`src/rtl/sample_aes_decryptor_unit_defines.svh`:
```
// ----------------------------------------------------------------------------
// Assertion macros for the sample AES decryptor
// Shared concurrent assertion forms; every use expects clk and rst in scope.
// ----------------------------------------------------------------------------
`ifndef SAMPLE_AES_DECRYPTOR_UNIT_DEFINES_SVH
`define SAMPLE_AES_DECRYPTOR_UNIT_DEFINES_SVH

// same-cycle implication
`define SADEC_ASSERT_NOW(lbl, ante, cons, msg) \
  lbl: assert property (@(posedge clk) disable iff (rst) (ante) |-> (cons)) \
    else $error(msg);

// next-cycle implication
`define SADEC_ASSERT_NEXT(lbl, ante, cons, msg) \
  lbl: assert property (@(posedge clk) disable iff (rst) (ante) |=> (cons)) \
    else $error(msg);

`endif

```
`src/rtl/sadec_pkg.sv`:
```
// ----------------------------------------------------------------------------
// sadec_pkg
// Types, constants and AES helper functions for the sample AES decryptor.
// ----------------------------------------------------------------------------
package sadec_pkg;

  localparam int VIDEO_LEAD_DEF  = 32;
  localparam int AUDIO_LEAD_DEF  = 16;
  localparam int CLEAR_RUN_DEF   = 144;
  localparam int QUEUE_DEPTH_DEF = 2;
  localparam int ROUNDS          = 10;
  localparam int LEAD_W          = 9;

  localparam logic [2:0] REG_KEY_VALID = 3'd0;
  localparam logic [2:0] REG_KEY_HIGH  = 3'd1;
  localparam logic [2:0] REG_KEY_LOW   = 3'd2;
  localparam logic [2:0] REG_IV_HIGH   = 3'd3;
  localparam logic [2:0] REG_IV_LOW    = 3'd4;

  localparam logic [7:0] ESC_BYTE  = 8'h03;
  localparam logic [7:0] ZERO_BYTE = 8'h00;

  typedef logic [0:15][7:0] blk_t;

  typedef struct packed {
    logic [7:0]  data_byte;
    logic        first_byte;
    logic        last_byte;
    logic        frame_kind;
    logic [3:0]  header_size;
    logic [15:0] frame_length;
  } in_t;

  typedef struct packed {
    logic [7:0] out_byte;
    logic       out_valid;
    logic       out_last;
    logic       was_decrypted;
  } out_t;

  typedef struct packed {
    blk_t       data;
    logic [4:0] cnt;
    logic       dec;
    logic       hx;
    logic [7:0] xb;
    logic       last;
    logic       restart;
  } q_t;

  localparam logic [2047:0] SBOX_BITS = 2048'h637c777bf26b6fc53001672bfed7ab76_ca82c97dfa5947f0add4a2af9ca472c0_b7fd9326363ff7cc34a5e5f171d83115_04c723c31896059a071280e2eb27b275_09832c1a1b6e5aa0523bd6b329e32f84_53d100ed20fcb15b6acbbe394a4c58cf_d0efaafb434d338545f9027f503c9fa8_51a3408f929d38f5bcb6da2110fff3d2_cd0c13ec5f974417c4a77e3d645d1973_60814fdc222a908846eeb814de5e0bdb_e0323a0a4906245cc2d3ac629195e479_e7c8376d8dd54ea96c56f4ea657aae08_ba78252e1ca6b4c6e8dd741f4bbd8b8a_703eb5664803f60e613557b986c11d9e_e1f8981169d98e949b1e87e9ce5528df_8ca1890dbfe6426841992d0fb054bb16;

  function automatic logic [2047:0] build_inv();
    logic [2047:0] t;
    logic [7:0]    s;
    t = '0;
    for (int i = 0; i < 256; i++) begin
      s = SBOX_BITS[2047-8*i -: 8];
      t[2047-8*int'(s) -: 8] = 8'(i);
    end
    return t;
  endfunction

  localparam logic [2047:0] INV_BITS = build_inv();

  function automatic logic [7:0] sbox(input logic [7:0] x);
    return SBOX_BITS[11'(2047 - 8*int'(x)) -: 8];
  endfunction

  function automatic logic [7:0] isbox(input logic [7:0] x);
    return INV_BITS[11'(2047 - 8*int'(x)) -: 8];
  endfunction

  function automatic logic [7:0] xtime(input logic [7:0] a);
    return {a[6:0], 1'b0} ^ (a[7] ? 8'h1b : 8'h00);
  endfunction

  function automatic blk_t inv_shift_sub(input blk_t s);
    blk_t t;
    for (int c = 0; c < 4; c++) begin
      for (int r = 0; r < 4; r++) begin
        t[r+4*c] = isbox(s[r+4*((c-r+4)%4)]);
      end
    end
    return t;
  endfunction

  function automatic blk_t inv_mix(input blk_t s);
    blk_t t;
    logic [3:0][7:0] a, x2, x4, x8, m9, m11, m13, m14;
    for (int c = 0; c < 4; c++) begin
      for (int j = 0; j < 4; j++) begin
        a[j]   = s[4*c+j];
        x2[j]  = xtime(a[j]);
        x4[j]  = xtime(x2[j]);
        x8[j]  = xtime(x4[j]);
        m9[j]  = x8[j] ^ a[j];
        m11[j] = x8[j] ^ x2[j] ^ a[j];
        m13[j] = x8[j] ^ x4[j] ^ a[j];
        m14[j] = x8[j] ^ x4[j] ^ x2[j];
      end
      t[4*c]   = m14[0] ^ m11[1] ^ m13[2] ^ m9[3];
      t[4*c+1] = m9[0] ^ m14[1] ^ m11[2] ^ m13[3];
      t[4*c+2] = m13[0] ^ m9[1] ^ m14[2] ^ m11[3];
      t[4*c+3] = m11[0] ^ m13[1] ^ m9[2] ^ m14[3];
    end
    return t;
  endfunction

endpackage

```
`src/rtl/sadec_back.sv`:
```
// ----------------------------------------------------------------------------
// sadec_back
// Block engine: iterative AES-128 inverse rounds, CBC chain and byte output.
// ----------------------------------------------------------------------------
`include "sample_aes_decryptor_unit_defines.svh"

module sadec_back
  import sadec_pkg::*;
(
  input  logic        clk,
  input  logic        rst,
  input  logic        q_empty,
  input  q_t          q_data,
  output logic        pop,
  input  logic [63:0] iv_high,
  input  logic [63:0] iv_low,
  output logic [3:0]  rk_idx,
  input  blk_t        rk,
  output out_t        result,
  output logic        result_valid,
  input  logic        result_ready
);

  localparam logic [1:0] S_IDLE = 2'd0;
  localparam logic [1:0] S_DEC  = 2'd1;
  localparam logic [1:0] S_EMIT = 2'd2;

  logic [1:0] state;
  logic [3:0] rcnt;
  blk_t       st, cipher, chain, data;
  logic [4:0] rem;
  logic [3:0] idx;
  logic       dec, hx, last;
  logic [7:0] xb;
  logic       slot, fin;
  out_t       o_next;

  assign pop    = (state == S_IDLE) && !q_empty;
  assign rk_idx = (state == S_IDLE) ? 4'(ROUNDS) : rcnt;
  assign slot   = !result_valid || result_ready;
  assign fin    = (rem == 5'd1 && !hx) || (rem == 5'd0);

  always_comb begin
    o_next = '0;
    if (rem != 5'd0) begin
      o_next.out_byte      = data[idx];
      o_next.out_valid     = 1'b1;
      o_next.was_decrypted = dec;
      o_next.out_last      = last && rem == 5'd1 && !hx;
    end else if (hx) begin
      o_next.out_byte  = xb;
      o_next.out_valid = 1'b1;
      o_next.out_last  = last;
    end else begin
      o_next.out_last = 1'b1;
    end
  end

  always_ff @(posedge clk) begin
    if (rst) begin
      state        <= S_IDLE;
      rcnt         <= '0;
      rem          <= '0;
      idx          <= '0;
      hx           <= 1'b0;
      result_valid <= 1'b0;
    end else begin
      if (slot && state != S_EMIT) result_valid <= 1'b0;
      case (state)
        S_IDLE: begin
          if (!q_empty) begin
            rem   <= q_data.cnt;
            idx   <= '0;
            hx    <= q_data.hx;
            rcnt  <= 4'(ROUNDS - 1);
            state <= q_data.dec ? S_DEC : S_EMIT;
          end
        end
        S_DEC: begin
          if (rcnt == 4'd0) state <= S_EMIT;
          else rcnt <= rcnt - 4'd1;
        end
        S_EMIT: begin
          if (slot) begin
            result_valid <= 1'b1;
            if (rem != 5'd0) begin
              rem <= rem - 5'd1;
              idx <= idx + 4'd1;
            end else begin
              hx <= 1'b0;
            end
            if (fin) state <= S_IDLE;
          end
        end
        default: state <= S_IDLE;
      endcase
    end
  end

  always_ff @(posedge clk) begin
    case (state)
      S_IDLE: begin
        if (!q_empty) begin
          data   <= q_data.data;
          cipher <= q_data.data;
          st     <= q_data.data ^ rk;
          dec    <= q_data.dec;
          xb     <= q_data.xb;
          last   <= q_data.last;
          if (q_data.restart) chain <= blk_t'({iv_high, iv_low});
        end
      end
      S_DEC: begin
        if (rcnt == 4'd0) begin
          data  <= inv_shift_sub(st) ^ rk ^ chain;
          chain <= cipher;
        end else begin
          st <= inv_mix(inv_shift_sub(st) ^ rk);
        end
      end
      S_EMIT: begin
        if (slot) result <= o_next;
      end
      default: ;
    endcase
  end

  `SADEC_ASSERT_NOW(a_pop_idle, pop, state == S_IDLE, "queue read outside idle")
  `SADEC_ASSERT_NOW(a_rcnt_range, state == S_DEC, rcnt <= 4'(ROUNDS - 1), "round count range")
  `SADEC_ASSERT_NEXT(a_dec_done, state == S_DEC && rcnt == 4'd0, state == S_EMIT,
                     "decrypt did not hand over to output")

endmodule

```
`config.mk`:
```
export PLATFORM = sky130hd
export DESIGN_NAME = sadec_back
export DESIGN_NICKNAME = d
export VERILOG_FILES = /design/src/rtl/sadec_pkg.sv /design/src/rtl/sadec_back.sv
export VERILOG_INCLUDE_DIRS = /design/src /design/src/rtl
export SDC_FILE = /design/constraint.sdc
export NUM_CORES = 2
export LEC_CHECK = 0
export BUFFER_PORTS_ARGS = -buffer_cell sky130_fd_sc_hd__buf_4
export CORE_UTILIZATION = 30
export CTS_CLUSTER_DIAMETER = 40
export DETAILED_ROUTE_END_ITERATION = 7
export PLACE_DENSITY_LB_ADDON = 0.08
export SLEW_MARGIN = 20
export SYNTH_ARGS = -nofsm -noshare
export SYNTH_HDL_FRONTEND = slang
export SYNTH_SLANG_ARGS = --single-unit
```
`constraint.sdc`:
```
create_clock -name clk -period 15.4 [get_ports clk]
set_clock_uncertainty 0.2 [all_clocks]
set_input_delay 1.54 -clock clk [delete_from_list [all_inputs] [get_ports clk]]
set_output_delay 1.54 -clock clk [all_outputs]
set_load 0.02 [all_outputs]
```
==> out/results.tsv <==
stage	metric	value	unit
clock_network	CTS tree	built	
setup_path	CP dominant cell by count	xnor2_1	
detailed_routing	DRC Markers	0	
synthesis	mean area per synthesized cell	8.50	um2
finish	most common cell after layout, fill and taps aside	xnor2_1	
setup_path	Crit path largest cell delay	0.96	ns
grt	Tot GR Track Use	25.1	%
timing	Peak Freq	0.168	GHz
run	max-capacitance violation count	0	
synthesis	synthesized flop and latch total	550	
synthesis	Post-Synthesis Cells	7562	
timing	Final Critical Period	5.95	ns
setup_path	WP data required	15.62	ns
place	Port Buf Inserts	421	
setup_path	Setup crit end kind	flip-flop	
finish	Layout fillers	22200	
timing	setup_tns	0	ns
place	dpl ws	9.60	ns
outcome	status	finished clean	
synthesis	Syn. warnings	0	
grt	GR Overflow Total	0	
die	Initial Utilization	30.3	%
timing	headroom to the max-slew limit	15.5	%
die	Die Span X	465	um
clock_network	hold buffer count at cts	0	
timing	RSZ-0062 raised after global routing	false	
clock_network	total CTS buffers	134	
detailed_routing	Routed Antenna Nets	0	
die	IO Count	422	
detailed_routing	drt pass-1 iters	6	
grt	largest net degree at the start of global routing	131	
setup_path	family with the most delay on the worst path	XOR/XNOR gates	
place	Detail Placement HPWL	204000	um
finish	share of cells above drive strength 1	16.0	%
setup_path	kind of critical path	reg2reg	
clock_network	clk root buf	clkbuf_16	
clock_network	Sink Count	550	
synthesis	synthesized area	64300	um2
setup_path	WP buf/inv	2	
synthesis	Net Count, Synth	7973	
synthesis	synth unique cells	128	
finish	area delta synth->final	13.5	%
timing	fin crit share	38.6	%
clock_network	# resized after CTS	0	
timing	Setup violations, final	0	
setup_path	CP Max Fanout	51	
clock_network	Clock Latency Late Sink	0.79	ns
finish	most frequent cells in the layout	717 x xnor2_1, 709 x o21ai_0, 603 x nand2_1	
grt	vias in the first global route	57800	
clock_network	clock tree buffer depth	3	
synthesis	Post-synth EDFFs	533	
grt	initial antenna violation count	29	
synthesis	ys async rst share	0	%
timing	Final Hold Viols	0	
timing	fin. max-slew vios	0	
synthesis	ys flop type	edfxtp_1	
synthesis	sequential cell area fraction in the yosys report	25.4	%
setup_path	CP max stage cell	nor2b_1	
detailed_routing	drt wl/cell	26.9	um
die	core region area	213000	um2
finish	final layout net count	7943	
die	Die ar.	216000	um2
clock_network	CTS clock-pin slew for the worst setup and hold paths	0.05	ns
place	Placer Congestion	0.939	
timing	slew at the pin closest to its max-slew limit	1.25	ns
worst_hold_path	Hold Crit Class	reg2reg	
timing	final worst slack	9.45	ns
setup_path	startpoint types	flip-flop	
setup_path	Arr. time, crit path	6.17	ns
clock_network	CTS H-Tree Depth	4	
detailed_routing	post-DR vias/cell	5.86	
die	Die Span Y	465	um
clock_network	postcts setup bufs	0	
detailed_routing	DRT iter0 DRCs	7906	
detailed_routing	Via Count	61400	
grt	first-pass GRT wire length	413000	um
setup_path	Critical Path, Cell by Cell	buf_4 > nor2b_1 > a221oi_1 > o22ai_1 > a22oi_1 > a31oi_1 > xnor2_1 > buf_4 > xnor2_1 > xor2_1 > xor3_1 > xnor2_1 > xnor2_1 > o21ai_0	
detailed_routing	routed wire length	282000	um
die	Rows	169	
worst register-to-register path: cells and delay by family (launching register included):
| family | cells | cell delay, ns |
|---|---|---|
| compound gates | 5 | 1.59 |
| buf+inv | 2 | 0.61 |
| xor+xnor | 6 | 1.87 |
| flops | 1 | 0.32 |
| simple gates | 1 | 0.99 |
cell type report:
class | count | area, um2 | share of cell area [%]
clock buffer | 145 | 3400 | 4.66
inverter | 103 | 394 | 0.540
tap | 2821 | 3530 | 4.83
sequential | 550 | 16300 | 22.4
timing repair buffer | 566 | 4270 | 5.85
antenna | 13 | 32.5 | 0.0446
clock inverter | 103 | 1460 | 2.00
multi-input combinational | 6177 | 43600 | 59.7
path summary, 6_finish.rpt:
kind,from,depth (start not counted),end,slack (ns)
worst min register to register,rcnt[0],1,rcnt[0],0.31
worst min-delay path,rcnt[0],1,rcnt[0],0.31
worst max register to register,st[10],14,st[66],9.45
worst max-delay path,st[10],14,st[66],9.45
sequential cells by signal, indices dropped and copies added (netlist names), 2 cells and up, named ones only:
register	flops
chain	128
cipher	128
data	128
idx	4
rcnt	4
rem	5
result	11
st	128
state	2
xb	8
synthesized netlist by cell type, drive strengths merged, types with 95 or more instances:
cell      n  area [um2]
edfxtp  533       16000
nor3    116         586
buf     504        3180
nor2b   225        1420
nand3    95         475
clkbuf  228         857
mux2    145        1630
xnor2   774        7300
nand2b  250        1560
o21ai   762        3810
xor2    453        4440
a31oi   107         697
a21oi   522        2620
o22ai   115         732
nor2    387        1460
nand2   604        2270
a211oi  116         886
per-stage QoR:
step           cells  hold WS [ns]  area (um2)  util (%)
2_1_floorplan   7562         0.260       64300         -
3_3_place_gp   10200         0.301       68100      32.0
3_5_place_dp   10200         0.303       68100      32.0
4_1_cts        10500         0.309       73000      34.3
5_1_grt        10500         0.313       73000      34.3
6_report       10500         0.313       73000      34.4
routing by layer:
| layer | up-vias | part of all wire, % | GRT usage, % |
|---|---|---|---|
| met5 | - | 0.027 | 0 |
| met4 | 12 | 3.4 | 8.29 |
| met3 | 355 | 6.2 | 3.32 |
| met2 | 2713 | 46 | 39.8 |
| met1 | 30300 | 44 | 34.9 |
| li1 | 28000 | - | - |
cells by family after synthesis:
group           count (synthesis)  synth area share, %
mux                           216                 4.44
simple gates                 2044                 16.2
fa+ha+maj                      20                0.335
buf+inv                       835                 6.88
flops                         550                 25.4
compound gates               2632                 27.2
xor+xnor                     1265                 19.6
Power is not shown: default switching activity piles up to over one toggle a cycle in this logic, so the estimate is an artifact.
