<file path="src/rtl/sample_aes_decryptor_unit_defines.svh">
// ----------------------------------------------------------------------------
// Assertion macros for the sample AES decryptor
// Shared concurrent assertion forms; every use expects clk and rst in scope.
// ----------------------------------------------------------------------------
`ifndef SAMPLE_AES_DECRYPTOR_UNIT_DEFINES_SVH
`define SAMPLE_AES_DECRYPTOR_UNIT_DEFINES_SVH

// same-cycle implication
`define SADEC_ASSERT_NOW(lbl, ante, cons, msg) \
  lbl: assert property (@(posedge clk) disable iff (rst) (ante) |-> (cons)) \
    else $error(msg);

// next-cycle implication
`define SADEC_ASSERT_NEXT(lbl, ante, cons, msg) \
  lbl: assert property (@(posedge clk) disable iff (rst) (ante) |=> (cons)) \
    else $error(msg);

`endif

</file>
<file path="src/rtl/sadec_pkg.sv">
// ----------------------------------------------------------------------------
// sadec_pkg
// Types, constants and AES helper functions for the sample AES decryptor.
// ----------------------------------------------------------------------------
package sadec_pkg;

  localparam int VIDEO_LEAD_DEF  = 32;
  localparam int AUDIO_LEAD_DEF  = 16;
  localparam int CLEAR_RUN_DEF   = 144;
  localparam int QUEUE_DEPTH_DEF = 2;
  localparam int ROUNDS          = 10;
  localparam int LEAD_W          = 9;

  localparam logic [2:0] REG_KEY_VALID = 3'd0;
  localparam logic [2:0] REG_KEY_HIGH  = 3'd1;
  localparam logic [2:0] REG_KEY_LOW   = 3'd2;
  localparam logic [2:0] REG_IV_HIGH   = 3'd3;
  localparam logic [2:0] REG_IV_LOW    = 3'd4;

  localparam logic [7:0] ESC_BYTE  = 8'h03;
  localparam logic [7:0] ZERO_BYTE = 8'h00;

  typedef logic [0:15][7:0] blk_t;

  typedef struct packed {
    logic [7:0]  data_byte;
    logic        first_byte;
    logic        last_byte;
    logic        frame_kind;
    logic [3:0]  header_size;
    logic [15:0] frame_length;
  } in_t;

  typedef struct packed {
    logic [7:0] out_byte;
    logic       out_valid;
    logic       out_last;
    logic       was_decrypted;
  } out_t;

  typedef struct packed {
    blk_t       data;
    logic [4:0] cnt;
    logic       dec;
    logic       hx;
    logic [7:0] xb;
    logic       last;
    logic       restart;
  } q_t;

  localparam logic [2047:0] SBOX_BITS = 2048'h637c777bf26b6fc53001672bfed7ab76_ca82c97dfa5947f0add4a2af9ca472c0_b7fd9326363ff7cc34a5e5f171d83115_04c723c31896059a071280e2eb27b275_09832c1a1b6e5aa0523bd6b329e32f84_53d100ed20fcb15b6acbbe394a4c58cf_d0efaafb434d338545f9027f503c9fa8_51a3408f929d38f5bcb6da2110fff3d2_cd0c13ec5f974417c4a77e3d645d1973_60814fdc222a908846eeb814de5e0bdb_e0323a0a4906245cc2d3ac629195e479_e7c8376d8dd54ea96c56f4ea657aae08_ba78252e1ca6b4c6e8dd741f4bbd8b8a_703eb5664803f60e613557b986c11d9e_e1f8981169d98e949b1e87e9ce5528df_8ca1890dbfe6426841992d0fb054bb16;

  function automatic logic [2047:0] build_inv();
    logic [2047:0] t;
    logic [7:0]    s;
    t = '0;
    for (int i = 0; i < 256; i++) begin
      s = SBOX_BITS[2047-8*i -: 8];
      t[2047-8*int'(s) -: 8] = 8'(i);
    end
    return t;
  endfunction

  localparam logic [2047:0] INV_BITS = build_inv();

  function automatic logic [7:0] sbox(input logic [7:0] x);
    return SBOX_BITS[11'(2047 - 8*int'(x)) -: 8];
  endfunction

  function automatic logic [7:0] isbox(input logic [7:0] x);
    return INV_BITS[11'(2047 - 8*int'(x)) -: 8];
  endfunction

  function automatic logic [7:0] xtime(input logic [7:0] a);
    return {a[6:0], 1'b0} ^ (a[7] ? 8'h1b : 8'h00);
  endfunction

  function automatic blk_t inv_shift_sub(input blk_t s);
    blk_t t;
    for (int c = 0; c < 4; c++) begin
      for (int r = 0; r < 4; r++) begin
        t[r+4*c] = isbox(s[r+4*((c-r+4)%4)]);
      end
    end
    return t;
  endfunction

  function automatic blk_t inv_mix(input blk_t s);
    blk_t t;
    logic [3:0][7:0] a, x2, x4, x8, m9, m11, m13, m14;
    for (int c = 0; c < 4; c++) begin
      for (int j = 0; j < 4; j++) begin
        a[j]   = s[4*c+j];
        x2[j]  = xtime(a[j]);
        x4[j]  = xtime(x2[j]);
        x8[j]  = xtime(x4[j]);
        m9[j]  = x8[j] ^ a[j];
        m11[j] = x8[j] ^ x2[j] ^ a[j];
        m13[j] = x8[j] ^ x4[j] ^ a[j];
        m14[j] = x8[j] ^ x4[j] ^ x2[j];
      end
      t[4*c]   = m14[0] ^ m11[1] ^ m13[2] ^ m9[3];
      t[4*c+1] = m9[0] ^ m14[1] ^ m11[2] ^ m13[3];
      t[4*c+2] = m13[0] ^ m9[1] ^ m14[2] ^ m11[3];
      t[4*c+3] = m11[0] ^ m13[1] ^ m9[2] ^ m14[3];
    end
    return t;
  endfunction

endpackage

</file>
<file path="src/rtl/sadec_keys.sv">
// ----------------------------------------------------------------------------
// sadec_keys
// Iterative AES-128 key expansion, one round key per cycle, and key table.
// ----------------------------------------------------------------------------
module sadec_keys
  import sadec_pkg::*;
(
  input  logic        clk,
  input  logic        rst,
  input  logic        start,
  input  logic [63:0] key_high,
  input  logic [63:0] key_low,
  input  logic [3:0]  rd_idx,
  output blk_t        rd_key,
  output logic        busy
);

  blk_t       rk [ROUNDS+1];
  blk_t       prev;
  blk_t       nxt;
  logic [7:0] rcon;
  logic [3:0] rnd;
  logic       ld;
  logic       run;
  logic       ld_go;
  logic       step;

  assign ld_go  = ld && !start;
  assign step   = run && !start && !ld;
  assign busy   = ld || run;
  assign rd_key = rk[rd_idx];

  always_comb begin
    nxt[0] = prev[0] ^ sbox(prev[13]) ^ rcon;
    nxt[1] = prev[1] ^ sbox(prev[14]);
    nxt[2] = prev[2] ^ sbox(prev[15]);
    nxt[3] = prev[3] ^ sbox(prev[12]);
    for (int i = 4; i < 16; i++) begin
      nxt[i] = prev[i] ^ nxt[i-4];
    end
  end

  always_ff @(posedge clk) begin
    if (rst) begin
      ld  <= 1'b1;
      run <= 1'b0;
      rnd <= '0;
    end else if (start) begin
      ld  <= 1'b1;
      run <= 1'b0;
    end else if (ld) begin
      ld  <= 1'b0;
      run <= 1'b1;
      rnd <= 4'd1;
    end else if (run) begin
      rnd <= rnd + 4'd1;
      if (rnd == 4'(ROUNDS)) run <= 1'b0;
    end
  end

  always_ff @(posedge clk) begin
    if (ld_go) begin
      rk[0] <= blk_t'({key_high, key_low});
      prev  <= blk_t'({key_high, key_low});
      rcon  <= 8'h01;
    end else if (step) begin
      rk[rnd] <= nxt;
      prev    <= nxt;
      rcon    <= xtime(rcon);
    end
  end

endmodule

</file>
<file path="config.mk">
export PLATFORM = sky130hd
export DESIGN_NAME = sadec_keys
export DESIGN_NICKNAME = d
export VERILOG_FILES = /design/src/rtl/sample_aes_decryptor_unit_defines.svh /design/src/rtl/sadec_pkg.sv /design/src/rtl/sadec_keys.sv
export SDC_FILE = /design/constraint.sdc
export NUM_CORES = 2
export LEC_CHECK = 0
export BUFFER_PORTS_ARGS = -buffer_cell sky130_fd_sc_hd__buf_2
export CAP_MARGIN = 40
export CORE_UTILIZATION = 55
export DETAILED_ROUTE_END_ITERATION = 10
export PLACE_DENSITY = 0.74
export SYNTH_ARGS = -nofsm -noshare
export SYNTH_HDL_FRONTEND = slang
export SYNTH_SLANG_ARGS = --single-unit
</file>
<file path="constraint.sdc">
create_clock -name clk -period 21 [get_ports clk]
set_clock_uncertainty 0.05 [all_clocks]
set_input_delay 0 -clock clk [delete_from_list [all_inputs] [get_ports clk]]
set_output_delay 0 -clock clk [all_outputs]
set_load 0.005 [all_outputs]
</file>
==> results.txt <==
----------------------------------------------------
[Run status]
  Result of the run ... complete, no violations

[Global route]
  Number of antenna violations at the first check in global routing ... 22
  Tot GR Track Use ... between 30% and 40%
  First-pass GRT wire length ... between 200 and 300 mm
  Number of global-route vias before repair ... 42.3k
  Largest net degree at the start of global routing ... roughly 130
  Overall overflow remaining after global route ... 0

[Clock tree]
  Number of post-CTS setup repair buffers ... 0
  H-tree lvl count ... 4
  Clock sink count ... between 1.5k and 2k
  Maximum count of clock buffers along a single path ... 3
  Clock transition at the registers of the reported paths ... approximately 0.06 ns
  Clock latency of the later-clocked register in the worst-skew pair ... a little over 0.8 ns
  Number of buffers inserted during clock tree synthesis ... roughly 160
  TritonCTS clock tree ... done
  Master cell of the clock root buffer ... sky130_fd_sc_hd__clkbuf_16

[STA]
  Clock period minus worst slack ... ~4.5 ns
  Worst slew pin tran ... 1.02 ns
  Total of endpoints with negative setup slack in the final report ... 0
  Final Hold Violating Endpoints ... 0
  Final worst hold slack ... 0.0538 ns
  Total Neg Setup Slack ... 0 ns
  Max-slew violations ... 0
  Achievable frequency ... ~220 MHz
  RSZ-0062 raised after global routing ... no
  Final period util ... 21.2%
  Worst max-slew margin expressed relative to the limit ... 31.8%

[Placed design]
  Dpl hpwl ... roughly 120 mm
  PortBufs ... approximately 260
  Inst Count DP ... between 6k and 7k
  Gpl congestion ... 0.974

[Drt]
  DR iter-0 viols ... between 6k and 7k
  Wire per inst ... 30.3 um
  Antenna Violating Nets Remaining ... 0
  Drt via density ... 6.66
  Remaining design rule violation count ... 0
  Via count ... about 44k
  Number of detailed-route iterations in the first pass ... 7
  Total wirelength of the detailed-routed design ... just under 200 mm

[Setup path]
  Cell class contributing the biggest share of worst-path delay ... compound AO/OA/AOI/OAI gates
  Combined buffer and inverter count along the critical path ... 1
  Setup CP Type ... reg -> reg
  Total stage count of the critical path ... 8
  Critical path's largest stage delay ... 0.72 ns
  Crit path arrival time ... just under 5 ns
  Critical path endpoint category ... register
  Chain of cells forming the critical path ... buf_4, nor2b_1, nand2_1, a31o_2, a31oi_1, xor3_1, xnor3_1, o21ai_1
  Max FO, Critical Path ... between 60 and 70
  Logic depth of the worst register-to-register path ... 8
  Nature of the critical path startpoint ... register
  Max stage delay cell, worst path ... sky130_fd_sc_hd__o21ai_1
  Worst Path Required ... roughly 21 ns

[Synthesis]
  Sequential-to-total area share from yosys stat ... 66.2%
  Synth Warn # ... 0
  Number of synthesized flops with an enable pin ... 1536
  Number of standard cells after synthesis ... ~4.3k
  Ys flop type ... sky130_fd_sc_hd__edfxtp_1
  Proportion of synthesized flip-flops having asynchronous set or reset ... 0%
  Register bit total from synthesis ... between 1.5k and 2k
  Average cell area after synthesis ... 16.3 um2
  Mapped Nets ... 4445
  Cell area after synthesis ... 0.0701 mm2
  Distinct cells, synth ... 110

[Floorplanning]
  Effective utilization at floorplan ... roughly 56%
  Horizontal die dimension ... about 360 um
  Number of top-level design ports ... approximately 260
  Die outline area ... 0.129 mm2
  Core ar. ... roughly 0.13 mm2
  Std cell rows ... 130
  Die height ... roughly 360 um

[Power and ir drop]
  Worst IR Drop VDD ... about 95 uV
  Final total power ... between 10 and 15 mW
  Psw ... about 3.5 mW
  Share of total power consumed by net switching ... between 30% and 40%
  P per Cell Area ... roughly 120 mW/mm2
  Fraction of power consumed by combinational cells ... 34.4%
  Internal power of the cells ... between 6 and 7 mW
  Clock power frac ... 27.7%
  Portion of total power attributed to sequential cells ... 37.9%
  Standby leakage power ... 26.8 nW

[Finish]
  Count of filler cells inserted in the layout ... 8601
  Relative area change from synthesis to final layout ... 15.0%
  Area of the multi-input gates ... between 0.02 and 0.025 mm2
  Nets@finish ... ~4.9k
  Sequential cell area in the final layout ... 0.0464 mm2
  Filler-free cell count of the finished design ... 6541
  Fraction of layout instances using a drive strength above 1 ... 26.4%

[Run]
  Total of max-cap violations ... 0

[Min path]
  Worst min-delay path category ... in -> reg
  Hold Crit Depth ... 4

----------------------------------------------------
registers in the layout (all words and copies together) (netlist names):
name,count
ld,1
prev,128
rcon,8
rk,1408
rnd,4
run,1
routing by layer:
| metal | vias to the layer above | part of all wire (%) | global-route usage, % |
|---|---|---|---|
| met2 | 2701 | 47 | 47.5 |
| met5 | - | 0.11 | 0 |
| li1 | 18200 | - | - |
| met1 | 22200 | 39 | 43.0 |
| met3 | 409 | 11 | 6.90 |
| met4 | 28 | 3.6 | 10.7 |
kinds of logic (layout without fill, tap and decap cells):
| family | Yosys count | after routing | share of synthesized area [%] |
|---|---|---|---|
| AOI/OAI and AO/OA | 871 | 871 | 8.08 |
| xor gates and xnor gates | 192 | 192 | 3.07 |
| adders and majority gates | 2 | 2 | 0.0357 |
| buffers and inverters | 360 | 937 | 2.45 |
| DFF | 1550 | 1550 | 66.2 |
| muxes | 527 | 527 | 14.6 |
| other | 0 | 6 | 0 |
| and+or+nand+nor | 806 | 806 | 5.55 |
cells in the final DEF (no fill, tap or decap), types with 19 or more instances in the layout:
cell and instances:
sky130_fd_sc_hd__buf_16 20, sky130_fd_sc_hd__xnor3_1 20, sky130_fd_sc_hd__clkinv_1 36, sky130_fd_sc_hd__and2_1 20, sky130_fd_sc_hd__nor2b_1 54, sky130_fd_sc_hd__o21ai_0 254, sky130_fd_sc_hd__xor2_1 59, sky130_fd_sc_hd__buf_4 157
sky130_fd_sc_hd__nand3_1 47, sky130_fd_sc_hd__o21a_1 19, sky130_fd_sc_hd__nor2_1 153, sky130_fd_sc_hd__mux2_2 133, sky130_fd_sc_hd__o21ai_1 61, sky130_fd_sc_hd__a21oi_1 186, sky130_fd_sc_hd__o22ai_1 24, sky130_fd_sc_hd__a31oi_1 23
sky130_fd_sc_hd__a221oi_1 30, sky130_fd_sc_hd__a211oi_1 21, sky130_fd_sc_hd__clkinv_2 22, sky130_fd_sc_hd__mux4_2 384, sky130_fd_sc_hd__dlygate4sd3_1 148, sky130_fd_sc_hd__clkbuf_1 28, sky130_fd_sc_hd__xnor2_1 93, sky130_fd_sc_hd__nor3_1 39
sky130_fd_sc_hd__nand2_1 306, sky130_fd_sc_hd__clkbuf_16 156, sky130_fd_sc_hd__o221ai_1 20, sky130_fd_sc_hd__inv_1 20, sky130_fd_sc_hd__buf_2 293, sky130_fd_sc_hd__nand2b_1 62, sky130_fd_sc_hd__o211ai_1 36, sky130_fd_sc_hd__edfxtp_1 1536
worst paths after layout:
kind,start,to,slack [ns]
max reg2reg,prev[24],rk[1][6],16.54
max,prev[24],rk[1][6],16.54
min reg2reg,rcon[1],rcon[1],0.45
min,key_high[55],prev[119],0.05
worst reg2reg max path, stage by stage (launching register included):
cell and delay (ns):
sky130_fd_sc_hd__edfxtp_1 0.50, sky130_fd_sc_hd__buf_4 0.57, sky130_fd_sc_hd__nor2b_1 0.70, sky130_fd_sc_hd__nand2_1 0.11, sky130_fd_sc_hd__a31o_2 0.26, sky130_fd_sc_hd__a31oi_1 0.59
sky130_fd_sc_hd__xor3_1 0.37, sky130_fd_sc_hd__xnor3_1 0.23, sky130_fd_sc_hd__o21ai_1 0.72
power groups by stage:
stage / logic (mW) / clock network, mW / registers (mW)
detailed placement: 3.31 / 0 / 3.85
CTS: 3.36 / 2.80 / 3.79
global route: 3.66 / 2.91 / 3.80
global placement: 3.24 / 0 / 3.86
finish: 3.45 / 2.77 / 3.79
floorplan: 2.43 / 0 / 3.80
repair_timing:
action / 4_1_cts / 5_1_grt
hold buffers: 148 / 0
setup endpoints to repair: 0 / 0
hold endpoints to repair: 1531 / 0
gates resized for setup: 0 / 0
layout make-up:
cell class,instances,area share (%)
multi-input combinational,2398,27.4
antenna,6,0.0186
timing repair buffer,632,6.06
inverter,29,0.141
clock buffer,184,4.97
clock inverter,92,1.31
tap,1650,2.56
sequential,1550,57.6
cells in the mapped netlist (all sizes together) (15+ instances only):
cell type | number | area share, %
edfxtp | 1536 | 66
mux4 | 384 | 12
o21ai | 316 | 2.3
nand2 | 308 | 1.7
a21oi | 190 | 1.4
buf | 187 | 1.5
nor2 | 158 | 0.85
clkbuf | 144 | 0.77
mux2 | 133 | 2.1
xnor2 | 105 | 1.4
nand2b | 64 | 0.57
xor2 | 61 | 0.78
nor2b | 56 | 0.50
nand3 | 47 | 0.34
nor3 | 41 | 0.29
o211ai | 36 | 0.39
a221oi | 31 | 0.40
a31oi | 24 | 0.22
and2 | 24 | 0.22
o22ai | 24 | 0.21
inv | 23 | 0.12
a211oi | 22 | 0.24
o221ai | 22 | 0.29
xnor3 | 20 | 0.64
o21a | 19 | 0.20
nor3b | 16 | 0.17
nand4 | 15 | 0.13
o31ai | 15 | 0.16
through the flow:
step / instance area [um2] / utilization, % / worst slack, ns
after global placement: 72900 / 57.9 / 16.28
final: 80600 / 64.0 / 16.54
after global routing: 80600 / 64.0 / 16.37
after detailed placement: 74000 / 58.7 / 16.61
after floorplan: 70100 / - / 6.92
after CTS: 80600 / 63.9 / 16.60
No activity file was read; power rests on OpenSTA's default activity.
