===== src/rtl/sample_aes_decryptor_unit_defines.svh =====
// ----------------------------------------------------------------------------
// Assertion macros for the sample AES decryptor
// Shared concurrent assertion forms; every use expects clk and rst in scope.
// ----------------------------------------------------------------------------
`ifndef SAMPLE_AES_DECRYPTOR_UNIT_DEFINES_SVH
`define SAMPLE_AES_DECRYPTOR_UNIT_DEFINES_SVH

// same-cycle implication
`define SADEC_ASSERT_NOW(lbl, ante, cons, msg) \
  lbl: assert property (@(posedge clk) disable iff (rst) (ante) |-> (cons)) \
    else $error(msg);

// next-cycle implication
`define SADEC_ASSERT_NEXT(lbl, ante, cons, msg) \
  lbl: assert property (@(posedge clk) disable iff (rst) (ante) |=> (cons)) \
    else $error(msg);

`endif


===== src/rtl/sadec_pkg.sv =====
// ----------------------------------------------------------------------------
// sadec_pkg
// Types, constants and AES helper functions for the sample AES decryptor.
// ----------------------------------------------------------------------------
package sadec_pkg;

  localparam int VIDEO_LEAD_DEF  = 32;
  localparam int AUDIO_LEAD_DEF  = 16;
  localparam int CLEAR_RUN_DEF   = 144;
  localparam int QUEUE_DEPTH_DEF = 2;
  localparam int ROUNDS          = 10;
  localparam int LEAD_W          = 9;

  localparam logic [2:0] REG_KEY_VALID = 3'd0;
  localparam logic [2:0] REG_KEY_HIGH  = 3'd1;
  localparam logic [2:0] REG_KEY_LOW   = 3'd2;
  localparam logic [2:0] REG_IV_HIGH   = 3'd3;
  localparam logic [2:0] REG_IV_LOW    = 3'd4;

  localparam logic [7:0] ESC_BYTE  = 8'h03;
  localparam logic [7:0] ZERO_BYTE = 8'h00;

  typedef logic [0:15][7:0] blk_t;

  typedef struct packed {
    logic [7:0]  data_byte;
    logic        first_byte;
    logic        last_byte;
    logic        frame_kind;
    logic [3:0]  header_size;
    logic [15:0] frame_length;
  } in_t;

  typedef struct packed {
    logic [7:0] out_byte;
    logic       out_valid;
    logic       out_last;
    logic       was_decrypted;
  } out_t;

  typedef struct packed {
    blk_t       data;
    logic [4:0] cnt;
    logic       dec;
    logic       hx;
    logic [7:0] xb;
    logic       last;
    logic       restart;
  } q_t;

  localparam logic [2047:0] SBOX_BITS = 2048'h637c777bf26b6fc53001672bfed7ab76_ca82c97dfa5947f0add4a2af9ca472c0_b7fd9326363ff7cc34a5e5f171d83115_04c723c31896059a071280e2eb27b275_09832c1a1b6e5aa0523bd6b329e32f84_53d100ed20fcb15b6acbbe394a4c58cf_d0efaafb434d338545f9027f503c9fa8_51a3408f929d38f5bcb6da2110fff3d2_cd0c13ec5f974417c4a77e3d645d1973_60814fdc222a908846eeb814de5e0bdb_e0323a0a4906245cc2d3ac629195e479_e7c8376d8dd54ea96c56f4ea657aae08_ba78252e1ca6b4c6e8dd741f4bbd8b8a_703eb5664803f60e613557b986c11d9e_e1f8981169d98e949b1e87e9ce5528df_8ca1890dbfe6426841992d0fb054bb16;

  function automatic logic [2047:0] build_inv();
    logic [2047:0] t;
    logic [7:0]    s;
    t = '0;
    for (int i = 0; i < 256; i++) begin
      s = SBOX_BITS[2047-8*i -: 8];
      t[2047-8*int'(s) -: 8] = 8'(i);
    end
    return t;
  endfunction

  localparam logic [2047:0] INV_BITS = build_inv();

  function automatic logic [7:0] sbox(input logic [7:0] x);
    return SBOX_BITS[11'(2047 - 8*int'(x)) -: 8];
  endfunction

  function automatic logic [7:0] isbox(input logic [7:0] x);
    return INV_BITS[11'(2047 - 8*int'(x)) -: 8];
  endfunction

  function automatic logic [7:0] xtime(input logic [7:0] a);
    return {a[6:0], 1'b0} ^ (a[7] ? 8'h1b : 8'h00);
  endfunction

  function automatic blk_t inv_shift_sub(input blk_t s);
    blk_t t;
    for (int c = 0; c < 4; c++) begin
      for (int r = 0; r < 4; r++) begin
        t[r+4*c] = isbox(s[r+4*((c-r+4)%4)]);
      end
    end
    return t;
  endfunction

  function automatic blk_t inv_mix(input blk_t s);
    blk_t t;
    logic [3:0][7:0] a, x2, x4, x8, m9, m11, m13, m14;
    for (int c = 0; c < 4; c++) begin
      for (int j = 0; j < 4; j++) begin
        a[j]   = s[4*c+j];
        x2[j]  = xtime(a[j]);
        x4[j]  = xtime(x2[j]);
        x8[j]  = xtime(x4[j]);
        m9[j]  = x8[j] ^ a[j];
        m11[j] = x8[j] ^ x2[j] ^ a[j];
        m13[j] = x8[j] ^ x4[j] ^ a[j];
        m14[j] = x8[j] ^ x4[j] ^ x2[j];
      end
      t[4*c]   = m14[0] ^ m11[1] ^ m13[2] ^ m9[3];
      t[4*c+1] = m9[0] ^ m14[1] ^ m11[2] ^ m13[3];
      t[4*c+2] = m13[0] ^ m9[1] ^ m14[2] ^ m11[3];
      t[4*c+3] = m11[0] ^ m13[1] ^ m9[2] ^ m14[3];
    end
    return t;
  endfunction

endpackage


===== src/rtl/sadec_fifo.sv =====
// ----------------------------------------------------------------------------
// sadec_fifo
// Short command queue between the frame parser and the block engine.
// ----------------------------------------------------------------------------
`include "sample_aes_decryptor_unit_defines.svh"

module sadec_fifo
  import sadec_pkg::*;
#(
  parameter int DEPTH = QUEUE_DEPTH_DEF
) (
  input  logic clk,
  input  logic rst,
  input  logic push,
  input  q_t   wdata,
  input  logic pop,
  output q_t   rdata,
  output logic full,
  output logic empty
);

  localparam int AW = (DEPTH > 1) ? $clog2(DEPTH) : 1;
  localparam int CW = $clog2(DEPTH + 1);

  q_t          mem [DEPTH];
  logic [AW-1:0] wp, rp;
  logic [CW-1:0] cnt;

  assign full  = (cnt == CW'(DEPTH));
  assign empty = (cnt == '0);
  assign rdata = mem[rp];

  always_ff @(posedge clk) begin
    if (rst) begin
      wp  <= '0;
      rp  <= '0;
      cnt <= '0;
    end else begin
      if (push) wp <= (wp == AW'(DEPTH - 1)) ? '0 : wp + AW'(1);
      if (pop)  rp <= (rp == AW'(DEPTH - 1)) ? '0 : rp + AW'(1);
      if (push && !pop) cnt <= cnt + CW'(1);
      else if (pop && !push) cnt <= cnt - CW'(1);
    end
  end

  always_ff @(posedge clk) begin
    if (push) mem[wp] <= wdata;
  end

  `SADEC_ASSERT_NOW(a_push_room, push, !full, "push into full queue")
  `SADEC_ASSERT_NOW(a_pop_data, pop, !empty, "pop from empty queue")
  `SADEC_ASSERT_NOW(a_cnt_range, 1'b1, cnt <= CW'(DEPTH), "queue count out of range")

endmodule


===== config.mk =====
export PLATFORM = sky130hd
export DESIGN_NAME = sadec_fifo
export DESIGN_NICKNAME = d
export VERILOG_FILES = /design/src/rtl/sadec_pkg.sv /design/src/rtl/sadec_fifo.sv
export VERILOG_INCLUDE_DIRS = /design/src /design/src/rtl
export SDC_FILE = /design/constraint.sdc
export NUM_CORES = 1
export LEC_CHECK = 0
export BUFFER_PORTS_ARGS = -buffer_cell sky130_fd_sc_hd__clkbuf_2
export CORE_UTILIZATION = 35
export CTS_BUF_LIST = sky130_fd_sc_hd__clkbuf_2
export DETAILED_ROUTE_END_ITERATION = 8
export GPL_TIMING_DRIVEN = 0
export PLACE_DENSITY_LB_ADDON = 0.15
export SYNTH_ARGS = -nofsm -noshare
export SYNTH_HDL_FRONTEND = slang
export SYNTH_SLANG_ARGS = --single-unit

===== constraint.sdc =====
create_clock -name clk -period 12.52 [get_ports clk]
set_input_delay 2.504 -clock clk [delete_from_list [all_inputs] [get_ports clk]]
set_output_delay 2.504 -clock clk [all_outputs]
set_load 0.03 [all_outputs]

==> impl_metrics.csv, run 1 <==
group,metric,value,unit
worst_setup_path,worst_path_dominant_cell_family,"buffers and inverters",
global_routing,number_of_global_route_vias_before_repair,6175,
routing,avg_wl_per_cell,16.5,um
routing,num_vias,5754,
synth,ys_top_cells_by_area,"edfxtp_1 (80%), mux2_2 (9.9%), mux2_4 (6.9%)",
worst_setup_path,critical_path.most_common_cell,"buf_6",
sta,timing_max_transition_violations_final,0,
synth,synthMostInstantiatedCell,"edfxtp_1",
worst_setup_path,critPathArrivalTime,2210,ps
clock_tree,cts_tree,"yes",
job,drv.max_cap_violation_count,0,
clock_tree,clock_sink_count,295,
synth,synthFlopType,"edfxtp_1",
synth,synth.top_cell.area_share,80.2,%
routing,number_of_nets_still_failing_antenna_checks_after_routing,0,
power,cellPowerDensity,158,mW/mm^2
routing,drt_first_pass_iters,5,
routing,drc_errors,0,
sta,fin_crit,4710,ps
sta,grt_setup_unrepaired,"false",
global_routing,grt_pass1_wl,31800,um
clock_tree,post_cts_setup_buffer_count,0,
power,leakage,5.46,nW
placement,place.detailed.hpwl,14600,um
placement,place_congestion,0.706,
layout,syn_to_final_growth,26.2,%
routing,drt_iter0_drc,179,
worst_setup_path,crit_path_max_fanout,10,
synth,synth_fp_nets,623,
synth,synth_top_area_cell,"edfxtp_1",
synth,top_cells_by_instance_count_after_synthesis,"edfxtp_1 (290), mux2_2 (95), mux2_4 (50)",
synth,synthCells,473,
worst_setup_path,setup.worst_path.start_class,"register",
die,coreArea,0.0306,mm^2
power,ir_drop,0.0000821,V
sta,fmax,0.212,GHz
die,die-height,178,um
synth,synth-warning-count,0,
synth,post_synth_num_cell_types,16,
sta,worst_slew_margin_rel,62.1,%
worst_setup_path,timing.critical_path.buf_inv,4,
clock_tree,cts_hold_buf,0,
global_routing,grt_remaining_overflow,0,
routing,drt_wl_total,21400,um
worst_setup_path,timing.critical_path.to_type,"primary output",
clock_tree,clock-root-buffer,"clkbuf_2",
layout,layout.area.seq,0.00881,mm^2
hold_path,min-delay-path-class,"register to register",
synth,netlist_area,0.0109,mm^2
worst_setup_path,crit_path_top_delay_cell,"dfxtp_1",
clock_tree,cts.htree.levels,3,
worst_setup_path,timing.reg2reg.setup_slack,10620,ps
die,pin_count,296,
layout,final_cell_count_no_fill,1298,
layout,multiInputGateArea,0.00193,mm^2
sta,worst_pin_slew,567,ps
synth,synth_seq_cells,295,
placement,port_buffers,295,
global_routing,grt_use_total,13.2,%
run_status,status,"finished, final reports clean",
synth,synth_edf_count,290,
clock_tree,worstSkewPairLatency,770,ps
clock_tree,numCtsBuffers,75,
routing,route.detailed.vias_per_inst,4.43,
clock_tree,ctsResizeCount,0,
synth,proportion_of_register_bits_with_asynchronous_set_or_reset_after_synthesis,0,%
sta,finalSetupViolations,0,
sta,setup_ws,7810,ps
die,initial_core_util,35.5,%
synth,synth_seq_area_share,81.1,%
worst_setup_path,crit_path_max_incr_delay,330,ps
worst_setup_path,setup.worst_path.class,"register to primary output",
clock_tree,clkTransAtPathRegs,100,ps
die,core.rowCount,64,
sta,fin_worst_skew,41.5,ps
die,design.die.area,0.0317,mm^2
placement,dp_slack,8290,ps
clock_tree,cts_max_path_buffers,3,
worst_setup_path,path_cells,"buf_6 > buf_6 > buf_6 > mux2_4 > clkbuf_2",
layout,ratio_of_cells_with_drive_above_1_in_the_final_layout,64.6,%
sta,finalHoldViolCount,0,
global_routing,pin_count_of_the_biggest_net_entering_global_routing,60,
worst_setup_path,required,10020,ps
layout,finalNetCount,1002,
layout,fillerInstances,2771,
sta,layout_worst_path_cycle_share,37.6,%
die,dieWidth,178,um
sta,finalSetupTns,0,ps
global_routing,grt_antenna_before_repair,1,
synth,avg_inst_size_synth,23.0,um^2
placement,dp_cells,1171,
worst register-to-register path, cell delays in order (launching register included):
cell and delay (ps):
dfxtp_1 370, nor2b_4 480, buf_16 250, buf_12 220, buf_12 240
placed cells by master, fill, tap and decap left out, drive strengths merged:
| master | instances |
|---|---|
| bufinv | 3 |
| xor2 | 2 |
| dfxtp | 5 |
| and2 | 1 |
| edfxtp | 290 |
| clkinv | 11 |
| a21oi | 1 |
| nor2 | 5 |
| xnor2 | 2 |
| mux2 | 145 |
| buf | 23 |
| diode | 1 |
| or3 | 1 |
| nor2b | 2 |
| clkbuf | 406 |
| o21ai | 1 |
| ha | 1 |
| inv | 2 |
state kept, by name (all words and copies together), names as in the netlist, named ones only:
name,flops
cnt,2
mem,290
rp,1
wp,1
through the flow:
stage,utilization [%],hold WS (ps),instance area [um^2],power [W]
after floorplan,-,461,10900,0.00143
after global placement,41.9,492,12800,0.00154
after CTS,44.8,518,13700,0.00221
after global routing,44.8,543,13700,0.00227
final,44.8,519,13700,0.00216
after detailed placement,42.5,498,13000,0.00154
area by class of cell:
class	count	area share [%]
buffer	16	0.904
inverter	1	0.0274
timing repair buffer	302	12.0
antenna	1	0.0183
sequential	295	64.3
clock inverter	15	1.00
clock buffer	111	4.06
tap	396	3.62
multi-input combinational	161	14.1
power breakdown:
part	switching (W)	total [W]	internal, W
clock network	0.000361	0.000655	0.000294
registers	0.0000135	0.00116	0.00115
logic	0.000215	0.000342	0.000128
total	0.000589	0.00216	0.00157
cell families (layout without fill, tap and decap cells):
kind of cell / Yosys count / after routing / share of synthesized area [%]
flip-flops: 295 / 295 / 81.1
XOR/XNOR: 4 / 4 / 0.323
buffers and inverters: 17 / 445 / 1.18
other: 0 / 1 / 0
AND/OR/NAND/NOR: 9 / 9 / 0.403
adder cells (fa/ha/maj): 1 / 1 / 0.115
multiplexers: 145 / 145 / 16.8
AO/OA/AOI/OAI: 2 / 2 / 0.0921
path summary, 6_finish.rpt:
kind            start         end  cells past startpoint
min reg2reg    cnt[1]      cnt[1]                      2
min            cnt[1]      cnt[1]                      2
max reg2reg        wp  mem[0][91]                      4
max          register   rdata[90]                      5
metal layers:
metal,vias to the layer above,wire [um],GRT usage (%)
met5,-,0,0
met4,0,516,6.34
met3,45,2530,6.33
met2,275,10100,20.7
met1,2743,8320,15.1
li1,2691,-,-
(Power assumes the default switching activity.)
==> run 2, diff against run 1 <==
==> constraint.sdc (replaced) <==
create_clock -name clk -period 4.1 [get_ports clk]
set_input_delay 0.82 -clock clk [delete_from_list [all_inputs] [get_ports clk]]
set_output_delay 0.82 -clock clk [all_outputs]
set_load 0.03 [all_outputs]
==> impl_metrics.csv, run 2 (same netlist as run 1, synthesis figures left out) <==
group,metric,value,unit
run_status,status,"finished, final reports clean",
sta,fmax,0.338,GHz
worst_setup_path,critPathArrivalTime,2140,ps
global_routing,grt_use_total,13.5,%
hold_path,min-delay-path-class,"input pin to register",
placement,place.detailed.hpwl,15000,um
placement,dp_cells,1171,
sta,hold_ws,189,ps
layout,fin_area,0.0137,mm^2
clock_tree,cts.htree.levels,3,
placement,placed_cell_area,0.0130,mm^2
sta,layout_worst_path_cycle_share,72.2,%
clock_tree,clock-root-buffer,"clkbuf_2",
worst_setup_path,worst_r2r_path_depth,4,
power,clockPowerShare,28.9,%
clock_tree,cts_max_path_buffers,3,
routing,drt_wl_total,21700,um
layout,multiInputGateArea,0.00193,mm^2
routing,drt_iter0_drc,204,
die,coreArea,0.0306,mm^2
global_routing,pin_count_of_the_biggest_net_entering_global_routing,69,
worst_setup_path,required,3280,ps
layout,syn_to_final_growth,26.0,%
layout,fillerInstances,2790,
die,initial_core_util,35.5,%
power,switching_power,0.00184,W
global_routing,grt_pass1_wl,32200,um
layout,layout.cells.most_common_list,"clkbuf_2 (406), edfxtp_1 (290), mux2_2 (95)",
layout,largest_registers,"mem (290), cnt (2)",
layout,layout.area.seq,0.00881,mm^2
clock_tree,worstSkewPairLatency,820,ps
clock_tree,clock_sink_count,295,
sta,worst_pin_slew,810,ps
sta,grt_setup_unrepaired,"false",
layout,largest_register,"mem",
placement,place_congestion,0.726,
power,internal-power,0.00463,W
sta,fin_crit,2960,ps
power,ir_drop,0.000222,V
sta,fin_worst_skew,99.4,ps
sta,worst_slew_margin_rel,45.9,%
hold_path,worstHoldPathCells,1,
global_routing,grt_antenna_before_repair,1,
placement,port_buffers,295,
routing,avg_wl_per_cell,16.6,um
routing,number_of_nets_still_failing_antenna_checks_after_routing,0,
power,leakage,5.45,nW
layout,ratio_of_cells_with_drive_above_1_in_the_final_layout,64.5,%
die,design.die.area,0.0317,mm^2
sta,finalSetupTns,0,ps
power,cellPowerDensity,473,mW/mm^2
power,power_switching_share,28.5,%
job,drv.max_cap_violation_count,0,
clock_tree,cts_hold_buf,0,
routing,drt_first_pass_iters,4,
layout,finalNetCount,1002,
die,die-height,178,um
routing,num_vias,5733,
power,power.combinational.fraction,16.2,%
power,power_frac_seq,54.9,%
routing,drc_errors,0,
die,dieWidth,178,um
sta,finalSetupViolations,0,
routing,route.detailed.vias_per_inst,4.38,
layout,final_cell_count_no_fill,1308,
worst_setup_path,timing.critical_path.to_type,"primary output",
clock_tree,ctsResizeCount,0,
global_routing,number_of_global_route_vias_before_repair,6315,
sta,finalHoldViolCount,0,
die,pin_count,296,
layout,final_core_utilization,44.7,%
sta,timing_max_transition_violations_final,0,
die,core.rowCount,64,
worst_setup_path,setup.worst_path.start_class,"register",
worst_setup_path,setup.worst_path.class,"register to primary output",
worst_setup_path,crit_path_max_fanout,10,
layout,final_common_cell,"clkbuf_2",
clock_tree,cts_tree,"yes",
layout,largest_register_ffs,290,
global_routing,grt_remaining_overflow,0,
clock_tree,numCtsBuffers,75,
clock_tree,post_cts_setup_buffer_count,0,
clock_tree,clkTransAtPathRegs,90,ps
[run 2: metal layers]
| layer | GRT usage [%] | vias to the layer above | part of all wire [%] |
|---|---|---|---|
| met3 | 7.12 | 46 | 12 |
| met1 | 15.1 | 2721 | 39 |
| li1 | - | 2699 | - |
| met4 | 6.13 | 0 | 2.0 |
| met2 | 21.2 | 267 | 47 |
| met5 | 0 | - | 0 |
[run 2: cell type report]
class                   instances  area share [%]
flip-flops and latches        295            64.4
multi-input cells             161            14.1
repair buffers                302            12.0
clock buffers                 111            4.06
well taps                     396            3.62
plain buffers                  16           0.905
clock inverters                23           0.787
diodes                          3          0.0549
inverters                       1          0.0274
[run 2: worst paths after layout]
kind	start	endpoint	slack (ps)
max	register	rdata[120]	1140
min	wdata[9]	mem[0][9]	190
max reg2reg	wp	mem[0][6]	2080
min reg2reg	cnt[1]	cnt[1]	520
[run 2: worst max-delay path: stages, from the launching register on]
cell      delay (ps)
dfxtp_1          330
buf_6            160
buf_6            200
buf_6            200
mux2_4           310
clkbuf_2         200
[run 2: power groups by stage]
stage	Clock (W)	Combinational (W)	Sequential (W)
finish	0.00188	0.00105	0.00355
global route	0.00214	0.00112	0.00357
CTS	0.00199	0.00107	0.00356
detailed placement	0	0.00107	0.00363
global placement	0	0.00102	0.00364
floorplan	0	0.000708	0.00362
[run 2: metrics by stage]
step / setup WS [ps] / power (W)
after global routing: 934 / 0.00684
after detailed placement: 1340 / 0.00469
after global placement: -595 / 0.00466
after floorplan: 670 / 0.00433
after CTS: 984 / 0.00662
final: 1140 / 0.00648
==> run 3, diff against run 2 <==
==> constraint.sdc (replaced) <==
create_clock -name clk -period 3 [get_ports clk]
set_input_delay 0.6 -clock clk [delete_from_list [all_inputs] [get_ports clk]]
set_output_delay 0.6 -clock clk [all_outputs]
set_load 0.03 [all_outputs]
==> impl_metrics.csv, run 3 (same netlist as run 1, synthesis figures left out) <==
group,metric,value,unit
global_routing,grt_antenna_before_repair,1,
worst_setup_path,worst_path_dominant_cell_family,"buffers and inverters",
placement,placed_cell_area,0.0130,mm^2
die,die-height,178,um
worst_setup_path,path_cells,"buf_6 > buf_6 > buf_6 > mux2_4 > clkbuf_2",
layout,final_common_cell,"clkbuf_2",
sta,finalSetupTns,0,ps
placement,dp_cells,1171,
clock_tree,cts_max_path_buffers,3,
sta,fin_worst_skew,105,ps
sta,fmax,0.366,GHz
sta,worst_pin_slew,815,ps
worst_setup_path,setup.worst_path.class,"register to primary output",
die,design.die.area,0.0317,mm^2
layout,layout.cells.most_common_list,"clkbuf_2 (406), edfxtp_1 (290), dlygate4sd3_1 (146)",
worst_setup_path,timing.critical_path.buf_inv,4,
clock_tree,cts_tree,"yes",
clock_tree,clkTransAtPathRegs,80,ps
worst_setup_path,critical_path.most_common_cell,"buf_6",
die,dieWidth,178,um
routing,avg_wl_per_cell,15.8,um
clock_tree,numCtsBuffers,75,
layout,finalNetCount,1148,
die,coreArea,0.0306,mm^2
placement,place_congestion,0.726,
global_routing,grt_use_total,14.3,%
layout,final_cell_count_no_fill,1452,
sta,finalSetupViolations,0,
power,cellPowerDensity,596,mW/mm^2
worst_setup_path,critPathArrivalTime,2130,ps
routing,drt_wl_total,23000,um
run_status,status,"finished, final reports clean",
routing,drt_iter0_drc,209,
placement,port_buffers,295,
routing,number_of_nets_still_failing_antenna_checks_after_routing,0,
worst_setup_path,required,2400,ps
global_routing,grt_remaining_overflow,0,
layout,largest_register_ffs,290,
sta,timing_max_transition_violations_final,0,
die,pin_count,296,
clock_tree,worstSkewPairLatency,820,ps
layout,largest_registers,"mem (290), cnt (2)",
job,drv.max_cap_violation_count,0,
clock_tree,clock_sink_count,295,
global_routing,number_of_global_route_vias_before_repair,6928,
placement,place.detailed.hpwl,15000,um
die,core.rowCount,64,
clock_tree,clock-root-buffer,"clkbuf_2",
die,initial_core_util,35.5,%
worst_setup_path,timing.critical_path.to_type,"primary output",
routing,drt_first_pass_iters,4,
layout,fin_area,0.0151,mm^2
sta,fin_crit,2730,ps
clock_tree,post_cts_setup_buffer_count,0,
sta,layout_worst_path_cycle_share,91.1,%
global_routing,grt_pass1_wl,34600,um
global_routing,pin_count_of_the_biggest_net_entering_global_routing,69,
hold_path,min-delay-path-class,"input pin to register",
worst_setup_path,crit_path_top_delay_cell,"dfxtp_1",
layout,ratio_of_cells_with_drive_above_1_in_the_final_layout,55.5,%
layout,syn_to_final_growth,39.4,%
clock_tree,cts.htree.levels,3,
routing,route.detailed.vias_per_inst,4.34,
layout,largest_register,"mem",
routing,drc_errors,0,
sta,grt_setup_unrepaired,"false",
power,ir_drop,0.000300,V
power,leakage,6.06,nW
worst_setup_path,crit_path_max_fanout,10,
worst_setup_path,crit_path_max_incr_delay,330,ps
worst_setup_path,setup.worst_path.start_class,"register",
sta,finalHoldViolCount,0,
routing,num_vias,6296,
sta,worst_slew_margin_rel,45.6,%
[run 3: area by class of cell]
class / instances / area, um^2
tap: 396 / 495
antenna: 1 / 2.50
inverter: 1 / 3.75
sequential: 295 / 8810
clock buffer: 111 / 556
buffer: 16 / 124
clock inverter: 23 / 108
multi-input combinational: 161 / 1930
fill: 2672 / 15500
timing repair buffer: 448 / 3110
[run 3: path summary, 6_finish.rpt]
check	from	slack, ps	end	cells past startpoint
max reg2reg	wp	980	mem[0][6]	4
min	pop	170	register	3
min reg2reg	cnt[1]	530	cnt[1]	2
max	register	270	rdata[120]	5
[run 3: report_power, final]
part | switching, W | total, W | internal, W | leakage, nW
combinational | 0.000935 | 0.00159 | 0.000659 | 2.78
sequential | 0.0000561 | 0.00486 | 0.00480 | 2.76
clock | 0.00158 | 0.00258 | 0.000997 | 0.510
[run 3: stage by stage]
stage / util, % / hold WS [ps] / power, W / worst slack [ps]
final: 49.5 / 175 / 0.00903 / 267
after CTS: 49.5 / 63.7 / 0.00920 / 104
after detailed placement: 42.5 / 508 / 0.00641 / 458
after floorplan: - / 461 / 0.00592 / -210
after global placement: 42.0 / 500 / 0.00636 / -1470
after global routing: 49.5 / 80.7 / 0.00953 / 54.0
[run 3: tightest hold or removal path: cells and delay by family]
| kind | cells | cell delay (ps) |
|---|---|---|
| buffers and inverters | 1 | 100 |
| xor gates and xnor gates | 1 | 70 |
| and+or+nand+nor | 1 | 80 |
[run 3: what timing repair did]
action	in CTS	in global routing
hold buffers	146	0
resized for setup	0	0
hold endpoints to repair	295	0
[run 3: routing by layer]
metal,vias to the layer above,part of all wire [%],GRT usage (%)
li1,2988,-,-
met2,267,48,23.4
met3,47,10,6.56
met5,-,0,0
met4,0,2.0,6.23
met1,2994,40,15.9
